File: config.mk
export PLATFORM = sky130hd
export DESIGN_NAME = cooperative_task_timer_table
export DESIGN_NICKNAME = d
export VERILOG_FILES = /design/src/hw/rtl/ctt_pkg.sv /design/src/hw/rtl/ctt_ctrl.sv /design/src/hw/rtl/ctt_datapath.sv /design/src/hw/rtl/cooperative_task_timer_table.sv
export SDC_FILE = /design/constraint.sdc
export NUM_CORES = 1
export LEC_CHECK = 0
export BUFFER_PORTS_ARGS = -buffer_cell sky130_fd_sc_hd__buf_4
export CAP_MARGIN = 5
export CORE_MARGIN = 2
export CORE_UTILIZATION = 45
export CTS_BUF_LIST = sky130_fd_sc_hd__clkbuf_4
export DETAILED_ROUTE_END_ITERATION = 6
export REMOVE_ABC_BUFFERS = 1
export SLEW_MARGIN = 15
export SYNTH_ARGS = -nofsm -noshare
export SYNTH_HDL_FRONTEND = slang
export SYNTH_SLANG_ARGS = --single-unit
export TNS_END_PERCENT = 5
File: constraint.sdc
create_clock -name clock -period 5.2 [get_ports clock]
set_input_delay 0.26 -clock clock [delete_from_list [all_inputs] [get_ports clock]]
set_output_delay 0.26 -clock clock [all_outputs]
set_load 0.005 [all_outputs]
File: src/hw/rtl/ctt_pkg.sv
// ----------------------------------------------------------------------------
// ctt_pkg
// Shared types and constants of the task timer table.
// ----------------------------------------------------------------------------
`default_nettype none

package ctt_pkg;

   localparam int TASK_SLOTS = 8;
   localparam int SLOT_W     = (TASK_SLOTS > 1) ? $clog2(TASK_SLOTS) : 1;
   localparam int IDX_W      = 4;
   localparam logic [IDX_W-1:0] NONE_IDX = IDX_W'(TASK_SLOTS);

   typedef enum logic [1:0] {
      OP_TICK     = 2'd0,
      OP_ADD      = 2'd1,
      OP_DELETE   = 2'd2,
      OP_DISPATCH = 2'd3
   } op_type;

   typedef enum logic [2:0] {
      ST_IDLE,
      ST_EXEC,
      ST_TICK,
      ST_TICK_DONE,
      ST_DISP
   } state_type;

   typedef struct packed {
      logic [1:0]  operation;
      logic [31:0] start_delay;
      logic [31:0] repeat_period;
      logic [7:0]  slot_to_delete;
   } req_type;

   typedef struct packed {
      logic [1:0]       reply_kind;
      logic [IDX_W-1:0] slot_index;
      logic             success;
      logic             last_of_run;
   } rsp_type;

   // Commands from the controller to the datapath.
   typedef struct packed {
      logic capture;
      logic exec_add;
      logic exec_delete;
      logic tick_step;
      logic disp_step;
      logic emit_tick;
      logic emit_none;
      logic slot_next;
   } cmd_type;

   // Status from the datapath to the controller.
   typedef struct packed {
      op_type op;
      logic   out_free;
      logic   slot_last;
      logic   cur_pending;
      logic   any_pending;
      logic   last_pending;
   } stat_type;

endpackage

`default_nettype wire

File: src/hw/rtl/ctt_ctrl.sv
// ----------------------------------------------------------------------------
// ctt_ctrl
// Sequencer of the task timer table: decodes a transaction and walks the slots.
// ----------------------------------------------------------------------------
`default_nettype none

module ctt_ctrl (
   input  wire logic              clock,
   input  wire logic              reset,
   input  wire logic              req_valid,
   output logic                   req_ready,
   input  wire ctt_pkg::stat_type stat,
   output ctt_pkg::cmd_type       cmd
);
   import ctt_pkg::*;

   state_type state_ff;
   state_type state_in;

   always_ff @(posedge clock) begin
      if (reset) begin
         state_ff <= ST_IDLE;
      end else begin
         state_ff <= state_in;
      end
   end

   always_comb begin
      state_in  = state_ff;
      cmd       = '0;
      req_ready = 1'b0;
      case (state_ff)
         ST_IDLE: begin
            req_ready = 1'b1;
            if (req_valid) begin
               cmd.capture = 1'b1;
               state_in    = ST_EXEC;
            end
         end
         ST_EXEC: begin
            case (stat.op)
               OP_TICK: begin
                  state_in = ST_TICK;
               end
               OP_ADD: begin
                  if (stat.out_free) begin
                     cmd.exec_add = 1'b1;
                     state_in     = ST_IDLE;
                  end
               end
               OP_DELETE: begin
                  if (stat.out_free) begin
                     cmd.exec_delete = 1'b1;
                     state_in        = ST_IDLE;
                  end
               end
               OP_DISPATCH: begin
                  if (stat.any_pending) begin
                     state_in = ST_DISP;
                  end else if (stat.out_free) begin
                     cmd.emit_none = 1'b1;
                     state_in      = ST_IDLE;
                  end
               end
               default: begin
                  state_in = ST_IDLE;
               end
            endcase
         end
         ST_TICK: begin
            cmd.tick_step = 1'b1;
            cmd.slot_next = 1'b1;
            if (stat.slot_last) begin
               state_in = ST_TICK_DONE;
            end
         end
         ST_TICK_DONE: begin
            if (stat.out_free) begin
               cmd.emit_tick = 1'b1;
               state_in      = ST_IDLE;
            end
         end
         ST_DISP: begin
            if (stat.cur_pending) begin
               if (stat.out_free) begin
                  cmd.disp_step = 1'b1;
                  cmd.slot_next = 1'b1;
                  if (stat.last_pending) begin
                     state_in = ST_IDLE;
                  end
               end
            end else begin
               cmd.slot_next = 1'b1;
               if (stat.slot_last) begin
                  state_in = ST_IDLE;
               end
            end
         end
         default: begin
            state_in = ST_IDLE;
         end
      endcase
   end

endmodule

`default_nettype wire

File: src/hw/rtl/ctt_datapath.sv
// ----------------------------------------------------------------------------
// ctt_datapath
// Slot table, captured request, slot counter and response register.
// ----------------------------------------------------------------------------
`default_nettype none

module ctt_datapath (
   input  wire logic              clock,
   input  wire logic              reset,
   input  wire ctt_pkg::req_type  req_payload,
   input  wire ctt_pkg::cmd_type  cmd,
   output ctt_pkg::stat_type      stat,
   output logic                   rsp_valid,
   input  wire logic              rsp_ready,
   output ctt_pkg::rsp_type       rsp_payload
);
   import ctt_pkg::*;

   logic [TASK_SLOTS-1:0] occupied_ff;
   logic [TASK_SLOTS-1:0] pending_ff;
   logic [31:0]           delay_ff  [TASK_SLOTS];
   logic [31:0]           period_ff [TASK_SLOTS];

   op_type      op_ff;
   logic [31:0] dly_ff;
   logic [31:0] per_ff;
   logic [7:0]  del_ff;
   logic [SLOT_W-1:0] slot_ff;

   logic    rsp_valid_ff;
   rsp_type rsp_ff;
   rsp_type rsp_in;
   logic    rsp_write;

   logic [SLOT_W-1:0]     free_idx;
   logic                  any_free;
   logic [SLOT_W-1:0]     del_idx;
   logic                  del_ok;
   logic [TASK_SLOTS-1:0] above;
   logic [31:0]           cur_delay;
   logic [31:0]           cur_period;
   logic [31:0]           dec_delay;
   logic                  tick_live;

   // Lowest free slot.
   always_comb begin
      free_idx = '0;
      any_free = 1'b0;
      for (int i = TASK_SLOTS - 1; i >= 0; i--) begin
         if (!occupied_ff[i]) begin
            free_idx = SLOT_W'(i);
            any_free = 1'b1;
         end
      end
   end

   // Slots above the current one, for the end of a dispatch run.
   always_comb begin
      for (int i = 0; i < TASK_SLOTS; i++) begin
         above[i] = (i > int'(slot_ff));
      end
   end

   assign del_idx    = del_ff[SLOT_W-1:0];
   assign del_ok     = (32'(del_ff) < TASK_SLOTS) && occupied_ff[del_idx];
   assign cur_delay  = delay_ff[slot_ff];
   assign cur_period = period_ff[slot_ff];
   assign dec_delay  = cur_delay - 32'd1;
   assign tick_live  = occupied_ff[slot_ff] && (cur_delay != 32'd0);

   assign rsp_write = cmd.exec_add || cmd.exec_delete || cmd.disp_step ||
                      cmd.emit_tick || cmd.emit_none;

   always_comb begin
      rsp_in             = rsp_ff;
      rsp_in.last_of_run = 1'b1;
      if (cmd.exec_add) begin
         rsp_in.reply_kind = OP_ADD;
         rsp_in.slot_index = any_free ? IDX_W'(free_idx) : NONE_IDX;
         rsp_in.success    = any_free;
      end else if (cmd.exec_delete) begin
         rsp_in.reply_kind = OP_DELETE;
         rsp_in.slot_index = del_ok ? IDX_W'(del_idx) : NONE_IDX;
         rsp_in.success    = del_ok;
      end else if (cmd.disp_step) begin
         rsp_in.reply_kind  = OP_DISPATCH;
         rsp_in.slot_index  = IDX_W'(slot_ff);
         rsp_in.success     = 1'b1;
         rsp_in.last_of_run = ~|(pending_ff & above);
      end else if (cmd.emit_tick) begin
         rsp_in.reply_kind = OP_TICK;
         rsp_in.slot_index = NONE_IDX;
         rsp_in.success    = 1'b1;
      end else begin
         rsp_in.reply_kind = OP_DISPATCH;
         rsp_in.slot_index = NONE_IDX;
         rsp_in.success    = 1'b0;
      end
   end

   // Control state.
   always_ff @(posedge clock) begin
      if (reset) begin
         occupied_ff  <= '0;
         pending_ff   <= '0;
         rsp_valid_ff <= 1'b0;
      end else begin
         if (rsp_write) begin
            rsp_valid_ff <= 1'b1;
         end else if (rsp_ready) begin
            rsp_valid_ff <= 1'b0;
         end
         if (cmd.exec_add && any_free) begin
            occupied_ff[free_idx] <= 1'b1;
         end
         if (cmd.exec_delete && del_ok) begin
            occupied_ff[del_idx] <= 1'b0;
            pending_ff[del_idx]  <= 1'b0;
         end
         if (cmd.tick_step && tick_live && (dec_delay == 32'd0)) begin
            pending_ff[slot_ff] <= 1'b1;
         end
         if (cmd.disp_step) begin
            pending_ff[slot_ff] <= 1'b0;
            if (cur_period == 32'd0) begin
               occupied_ff[slot_ff] <= 1'b0;
            end
         end
      end
   end

   // Payload state.
   always_ff @(posedge clock) begin
      if (cmd.capture) begin
         op_ff  <= op_type'(req_payload.operation);
         dly_ff <= req_payload.start_delay;
         per_ff <= req_payload.repeat_period;
         del_ff <= req_payload.slot_to_delete;
      end
      if (cmd.capture) begin
         slot_ff <= '0;
      end else if (cmd.slot_next) begin
         slot_ff <= slot_ff + SLOT_W'(1);
      end
      if (cmd.exec_add && any_free) begin
         delay_ff[free_idx]  <= dly_ff;
         period_ff[free_idx] <= per_ff;
      end
      if (cmd.tick_step && tick_live) begin
         delay_ff[slot_ff] <= (dec_delay == 32'd0) ? cur_period : dec_delay;
      end
      if (rsp_write) begin
         rsp_ff <= rsp_in;
      end
   end

   assign stat.op           = op_ff;
   assign stat.out_free     = !rsp_valid_ff || rsp_ready;
   assign stat.slot_last    = (slot_ff == SLOT_W'(TASK_SLOTS - 1));
   assign stat.cur_pending  = pending_ff[slot_ff];
   assign stat.any_pending  = |pending_ff;
   assign stat.last_pending = ~|(pending_ff & above);

   assign rsp_valid   = rsp_valid_ff;
   assign rsp_payload = rsp_ff;

endmodule

`default_nettype wire

File: src/hw/rtl/cooperative_task_timer_table.sv
// ----------------------------------------------------------------------------
// cooperative_task_timer_table
// Table of timed task slots: add, delete, tick and dispatch of pending slots.
// ----------------------------------------------------------------------------
//
//   channel   direction  handshake              payload
//   req_      in         req_valid / req_ready  ctt_pkg::req_type
//   rsp_      out        rsp_valid / rsp_ready  ctt_pkg::rsp_type
//
// One transaction is taken at a time. Add and delete go from the idle
// state through the execute state and back to idle. A tick walks every
// slot through one shared decrement and compare, one slot a cycle.
// A dispatch walks the slots up to the last pending one and emits one
// response per pending slot, or one failed response when none is pending.
// Reset is synchronous and clears the occupied and pending marks at once.
// A stalled response holds in the output register, and the walk waits only
// when it must write a new response while the register is still full.
//
`default_nettype none

module cooperative_task_timer_table (
   input  wire logic             clock,
   input  wire logic             reset,
   input  wire logic             req_valid,
   output logic                  req_ready,
   input  wire ctt_pkg::req_type req_payload,
   output logic                  rsp_valid,
   input  wire logic             rsp_ready,
   output ctt_pkg::rsp_type      rsp_payload
);
   import ctt_pkg::*;

   // Commands flow from the sequencer to the table; status flows back.
   cmd_type  cmd;
   stat_type stat;

   // The sequencer owns the request handshake and the walk order.
   ctt_ctrl u_ctrl (
      .clock     (clock),
      .reset     (reset),
      .req_valid (req_valid),
      .req_ready (req_ready),
      .stat      (stat),
      .cmd       (cmd)
   );

   // The datapath holds the slot table and the response register.
   ctt_datapath u_dp (
      .clock       (clock),
      .reset       (reset),
      .req_payload (req_payload),
      .cmd         (cmd),
      .stat        (stat),
      .rsp_valid   (rsp_valid),
      .rsp_ready   (rsp_ready),
      .rsp_payload (rsp_payload)
   );

endmodule

`default_nettype wire

==> impl_results.md, run 1 <==
* Top-area cell type share of the netlist area at 69.7%
* CTS tree: yes
* Hold_buf cts at 152
* Unique cell type count in the Yosys netlist at 77
* Hold Slack at 0.118 ns
* #FFs+latches synth at 620
* Total Wirelength at 61.8 mm
* Area contributors post-synth: edfxtp_1, mux4_2, dfxtp_1
* Total of max-cap violations at 0
* Initial antenna violation count at 3
* Worst VDD drop at 0.240 mV
* Clk Latency, worst-skew pair at 1.01 ns
* # IOs at 88
* Vias post-DR at 15000
* Storage element area at 18400 um2
* Main synth FF type: edfxtp_1
* Syn_area_per_cell at 18.1 um2
* Run status: finished clean
* Overflow after GRT at 0
* Finished Layout Cells at 2699
* Die Ht at 242 um
* Gr usage total at 21.6%
* Post-synthesis cell count at 1416
* Critical path class: register to register
* Crit path required time at 5.87 ns
* Routed Antenna Nets at 0
* Number of synthesized flops with an enable pin at 594
* Number of CTS-inserted buffers at 160
* DRC viols at 0
* Die footprint at 58800 um2
* H-tree depth at 4
* Largest net degree at the start of global routing at 62
* Startpoint Class: register
* Multi-input logic area at 6910 um2
* # nets final at 1913
* Min-Delay Path Class: input pin to register
* Worst R2R Path Depth at 11
* Clock Skews at 0.0717 ns
* FFs w/ async S/R, synth at 0%
* Vias per cell at 5.56
* Initial Util at 45.4%
* Gpl congestion at 0.928
* Dpl hpwl at 37.0 mm
* # Post-CTS Setup Buffers at 0
* Core ar. at 56300 um2
* Final Slew Violations at 0
* Post-cts sizing count at 0
* Post-route cell area at 31100 um2
* Setup-failing EPs final at 0
* Tmin final at 4.76 ns
* Reg2reg end: u_dp.delay_ff[1][0]
* Layout cells sized above 1 at 31.3%
* Reg2reg setup slack at 0.44 ns
* Dpl cells at 2267
* Yosys synthesis warning count at 0
* DRT Pass-1 Iters at 5
* Leakage at 10.2 nW
* Sinks on Clock Net at 620
* Root Buffer: clkbuf_4
* PnR Total Power at 10.4 mW
* Most area-hungry cell type in the Yosys netlist: edfxtp_1
* Final Hold Fails at 0
* Relative slew slack at 30.5%
* PwrDens at 335 nW/um2
* Worst-Margin Slew at 1.04 ns
* Final period util at 91.5%
* Bufs on Longest Clock Path at 3
* Global-route wire length before repair at 94.2 mm
* Seq/Total Area, Yosys at 71.8%
* Port Buffers at 87
* Arr. time, crit path at 5.43 ns
* Fill cell count at 4536
* Crit path capture: u_dp.delay_ff[1][0]
* Vias in the first global route at 15700
* Die X at 242 um
* Clock-pin slew on the worst setup and hold paths at 0.07 ns
* Layout area overhead at 21.7%
* Max frequency at 210 MHz
* Row Count at 87
* Crit-path max FO at 13
* Routed WL per cell at 22.9 um
* Endpoint type of the worst setup path: register
* Mapped cell area at 25600 um2
* DP Area at 27600 um2
* RSZ-0062 raised after global routing: no
* DRT iter0 DRCs at 922
## layout make-up
cell class / instances / area share (%)
diodes: 7 / 0.0563
multi-input cells: 707 / 22.2
inverters: 20 / 0.241
clock inverters: 45 / 0.800
repair buffers: 316 / 9.13
well taps: 756 / 3.04
clock buffers: 228 / 5.50
flip-flops and latches: 620 / 59.0
## how the worst min path moves through the flow
stage / from / endpoint / slack [ns] / cells after the start
after CTS: reset / u_dp.pending_ff[1] / 0.008 / 3
after floorplan: reset / u_ctrl.state_ff[1] / 0.33 / 1
final: reset / u_ctrl.state_ff[2] / 0.12 / 3
after global placement: req_payload[37] / u_dp.per_ff[29] / 0.44 / 1
after global routing: reset / u_ctrl.state_ff[2] / 0.03 / 3
after detailed placement: req_payload[27] / u_dp.per_ff[19] / 0.44 / 1
## registers in the layout, indices dropped and copies added (netlist names), named ones only
name,cells
u_dp.per_ff,32
u_dp.slot_ff,3
u_dp.rsp_valid,1
u_dp.op_ff,2
u_dp.del_ff,8
u_dp.period_ff,256
u_dp.occupied_ff,8
u_ctrl.state_ff,3
u_dp.pending_ff,8
u_dp.rsp_payload,8
u_dp.dly_ff,32
u_dp.delay_ff,256
## cells in the final DEF (no fill, tap or decap), types with 5 or more instances in the layout
master | netlist | final
xor2_1 | 13 | 13
clkbuf_4 | 0 | 228
a221o_1 | 6 | 6
mux2i_1 | 39 | 39
clkinv_2 | 0 | 8
and3_1 | 11 | 11
mux2i_2 | 11 | 11
mux4_1 | 8 | 8
clkinv_1 | 1 | 24
xnor2_1 | 10 | 10
inv_6 | 0 | 5
a22oi_1 | 5 | 5
nand4_1 | 21 | 21
buf_12 | 1 | 7
inv_1 | 19 | 19
o21ai_0 | 28 | 28
dlygate4sd3_1 | 0 | 152
diode_2 | 0 | 7
dfxtp_1 | 26 | 23
o211ai_1 | 6 | 6
a21oi_1 | 34 | 31
a221oi_1 | 9 | 9
buf_4 | 0 | 157
ha_1 | 10 | 10
and2_1 | 14 | 13
nand3_1 | 32 | 32
nand2_1 | 76 | 76
mux2_2 | 26 | 26
a31oi_1 | 24 | 24
a21o_1 | 5 | 5
nor4_1 | 14 | 13
o22ai_1 | 11 | 10
mux4_2 | 118 | 118
nor2b_1 | 11 | 10
edfxtp_1 | 594 | 594
nor2_1 | 66 | 62
nor3_1 | 22 | 20
## logic make-up (layout without fill, tap and decap cells)
group                    after synthesis  in the layout  share of synthesized area (%)
AO/OA/AOI/OAI                        164            164                           4.29
multiplexers                         203            203                           14.6
buffers and inverters                 89            609                           1.79
AND/OR/NAND/NOR                      307            307                           6.30
flip-flops                           620            620                           71.8
adder cells (fa/ha/maj)               10             10                          0.489
XOR/XNOR                              23             23                          0.788
other                                  0              7                              0
## synthesized netlist by cell type (all sizes together) (6+ instances only)
library cell / n
edfxtp: 594
mux4: 126
nand2: 77
nor2: 67
mux2i: 51
buf: 36
a21oi: 34
nand3: 34
clkbuf: 33
o21ai: 28
dfxtp: 26
mux2: 26
a31oi: 24
nor3: 22
nand4: 21
inv: 19
nor4: 19
and2: 14
xor2: 13
and3: 11
nor2b: 11
o22ai: 11
ha: 10
xnor2: 10
a221oi: 9
a221o: 6
o211ai: 6
or4: 6
## layer usage
metal | global-route usage (%) | wire length (um) | vias up
met4 | 7.48 | 1010 | 0
li1 | - | - | 6758
met5 | 0 | 0 | -
met1 | 28.7 | 26700 | 7708
met2 | 35.3 | 30600 | 453
met3 | 4.79 | 3410 | 81
## worst max-delay path: stages, from the launching register on
cell and delay, ns:
dfxtp_4 0.50, mux4_2 0.54, mux2i_1 0.59, nand3_2 0.34
nor4_1 0.39, buf_4 0.25, nand4_1 0.12, xor2_1 0.23
buf_4 0.17, or4_4 0.55, or4_1 0.51, o311ai_1 0.25
## where the power goes
part | switching, mW | leakage [nW] | total (mW) | internal, mW
sequential | 0.0769 | 5.60 | 5.67 | 5.60
combinational | 0.377 | 3.40 | 0.729 | 0.352
clock | 1.95 | 1.18 | 4.02 | 2.08
## stage by stage
| step | util (%) | setup WS, ns | TNS, ns |
|---|---|---|---|
| after floorplan | - | -5.36 | -2260.64 |
| after global placement | 49.1 | 0.496 | 0 |
| after global routing | 55.3 | 0.101 | 0 |
| after CTS | 55.3 | 0.423 | 0 |
| final | 55.3 | 0.444 | 0 |
| after detailed placement | 49.1 | 0.423 | 0 |
Note: power is estimated with default switching activity, not from simulation.
==> inputs of run 2 (changes only) <==
Settings changed: ABC_AREA set to 1.
==> run 2 against run 1 <==
  * Hold slack better by 0.045 ns
  * Register-to-register slack gained 0.23 ns
  * Cell count increased by 42%
  * Via count grew 33%
  * Critical path depth increased by 9
  * Critical endpoint is now u_dp.delay_ff[3][20]
  * Largest power group unchanged
  * Highest routed layer unchanged
==> impl_results.md, run 2 <==
* Hold_buf cts at 153
* Largest regs: u_dp.delay_ff: 256 flops, u_dp.period_ff: 256 flops
* Seq/Total Area, Yosys at 67.7%
* Worst slack at placement at 0.747 ns
* Die X at 249 um
* Number of synthesized flops with an enable pin at 594
* Worst Hold Path EP: u_dp.occupied_ff[3]
* Arr. time, crit path at 5.17 ns
* Global-route wire length before repair at 109 mm
* Top-area cell type share of the netlist area at 65.8%
* Syn_area_per_cell at 10.4 um2
* Core ar. at 59400 um2
* # IOs at 88
* Sinks on Clock Net at 620
* Total Wirelength at 71.0 mm
* Reg2reg setup slack at 0.68 ns
* Unique cell type count in the Yosys netlist at 42
* Startpoint Class: register
* Switching power at 2.83 mW
* Relative slew slack at 21.4%
* Finished Layout Cells at 3835
* Gpl congestion at 0.948
* Crit-path max FO at 70
* Clk network pwr share at 37.1%
* Run status: finished clean
* Switch share at 25.8%
* Setup-failing EPs final at 0
* Clock Skews at 0.0763 ns
* Final core utilization at 54.3%
* H-tree depth at 4
* Post-cts sizing count at 0
* Routed Antenna Nets at 0
* Vias post-DR at 19900
* DRT Pass-1 Iters at 6
* Met2 Wirelength at 34.0 mm
* Port Buffers at 87
* Commonest non-fill, non-tap cell in the layout: nand2_1
* Critical path class: register to register
* Largest net degree at the start of global routing at 156
* Worst VDD drop at 0.198 mV
* Overflow after GRT at 0
* Die footprint at 62200 um2
* Final Slew Violations at 0
* Clock-pin slew on the worst setup and hold paths at 0.06 ns
* Yosys synthesis warning count at 0
* Endpoint type of the worst setup path: register
* Vias per cell at 5.19
* Most frequent cells in the layout: nand2_1, edfxtp_1, nor2_1
* # nets final at 3036
* Reg power frac at 52.1%
* Met3 wire len at 4.60 mm
* Number of CTS-inserted buffers at 160
* Most area-hungry cell type in the Yosys netlist: edfxtp_1
* Mapped cell area at 27100 um2
* CTS tree: yes
* M1 WL at 30.4 mm
* Post-synthesis cell count at 2616
* Top Metal Used: met4
* #FFs+latches synth at 620
* Clk Latency, worst-skew pair at 1.02 ns
* PwrDens at 341 nW/um2
* DP Area at 28700 um2
* Count leader, synth: nand2_1
* Row Count at 89
* Pint at 8.15 mW
* Routed WL per cell at 18.5 um
* Leakage at 12.6 nW
* DRT iter0 DRCs at 1508
* Final WS setup at 0.679 ns
* Worst R2R Path Depth at 20
* Final Hold Fails at 0
* Die Ht at 249 um
* RSZ-0062 raised after global routing: no
* DRC viols at 0
* Layout area overhead at 18.8%
* Dpl hpwl at 43.1 mm
* # Post-CTS Setup Buffers at 0
* Max frequency at 221 MHz
* Vias in the first global route at 19500
* Initial antenna violation count at 2
* Hold Path Depth at 5
* Crit path required time at 5.85 ns
* Min-Delay Path Class: input pin to register
* Tmin final at 4.52 ns
* Gr usage total at 23.0%
* HP Start: reset
* Final period util at 86.9%
* Root Buffer: clkbuf_4
* Layout cells sized above 1 at 13.8%
* Synth cell count leaders: nand2_1, edfxtp_1, nor2_1, inv_1, nand3_1
* Area contributors post-synth: edfxtp_1, nand2_1, nor2_1
* Reg2reg end: u_dp.delay_ff[3][20]
* Combinational group share of total power at 10.9%
* Dpl cells at 3406
* Main synth FF type: edfxtp_1
* Worst-Margin Slew at 1.18 ns
* Total of max-cap violations at 0
* FFs w/ async S/R, synth at 0%
* Initial Util at 45.7%
* Bufs on Longest Clock Path at 3
* Post-route cell area at 32200 um2
[run 2: how the worst max path moves through the flow]
stage	from	endpoint	slack, ns	cells past startpoint
floorplan	register	u_dp.delay_ff[1][0]	-6.24	15
global placement	register	u_dp.delay_ff[3][18]	0.76	19
detailed placement	register	u_dp.delay_ff[7][18]	0.75	20
CTS	register	u_dp.delay_ff[1][20]	0.71	20
global route	register	u_dp.delay_ff[1][20]	0.28	20
finish	register	u_dp.delay_ff[3][20]	0.68	20
[run 2: metal layers]
layer / track usage (%) / vias up
met5: 0 / -
met4: 9.88 / 0
met2: 37.7 / 660
met1: 29.6 / 9453
li1: - / 9637
met3: 5.06 / 135
[run 2: cell families (layout without fill, tap and decap cells)]
group | Yosys count | in the layout | share of synthesized area, %
AOI/OAI and AO/OA | 313 | 313 | 6.49
xor gates and xnor gates | 5 | 5 | 0.162
adders and majority gates | 10 | 10 | 0.461
buffers and inverters | 396 | 839 | 6.11
DFF | 620 | 620 | 67.7
other | 0 | 3 | 0
and+or+nand+nor | 1272 | 1272 | 19.1
[run 2: worst max-delay path, cell delays in order (launching register included)]
cell     delay, ns
dfxtp_4       0.47
inv_6         0.49
nand2_1       0.10
nand3_1       0.09
nand3_1       0.09
nand2_1       0.17
ha_1          0.24
nand3_1       0.18
nor2_2        0.28
nand2_1       0.15
inv_2         0.12
nor2_1        0.05
nor2_1        0.23
nand2_1       0.08
nor2_1        0.16
nand3_1       0.11
nor2_2        0.13
buf_4         0.37
nand3_1       0.28
nand3_1       0.17
nand2_1       0.16
[run 2: area by class of cell]
| cell class | count | area (um2) |
|---|---|---|
| clock inverter | 43 | 253 |
| clock buffer | 230 | 1730 |
| antenna | 3 | 7.51 |
| inverter | 275 | 1040 |
| tap | 773 | 967 |
| timing repair buffer | 291 | 2640 |
| multi-input combinational | 1600 | 7230 |
| sequential | 620 | 18400 |
| fill | 5241 | 27100 |
[run 2: power groups by stage]
stage               clock network (mW)  registers (mW)  logic [mW]
floorplan                            0            5.84       0.665
CTS                               4.20            5.71        1.19
global placement                     0            5.82        1.09
global route                      4.47            5.72        1.33
finish                            4.07            5.71        1.19
detailed placement                   0            5.82        1.10
[run 2: through the flow]
stage / hold slack, ns / setup TNS [ns] / power, mW
2_1_floorplan: 0.329 / -3129.35 / 6.51
3_3_place_gp: 0.439 / 0 / 6.90
3_5_place_dp: 0.439 / 0 / 6.92
4_1_cts: 0.0285 / 0 / 11.1
5_1_grt: 0.120 / 0 / 11.5
6_report: 0.163 / 0 / 11.0
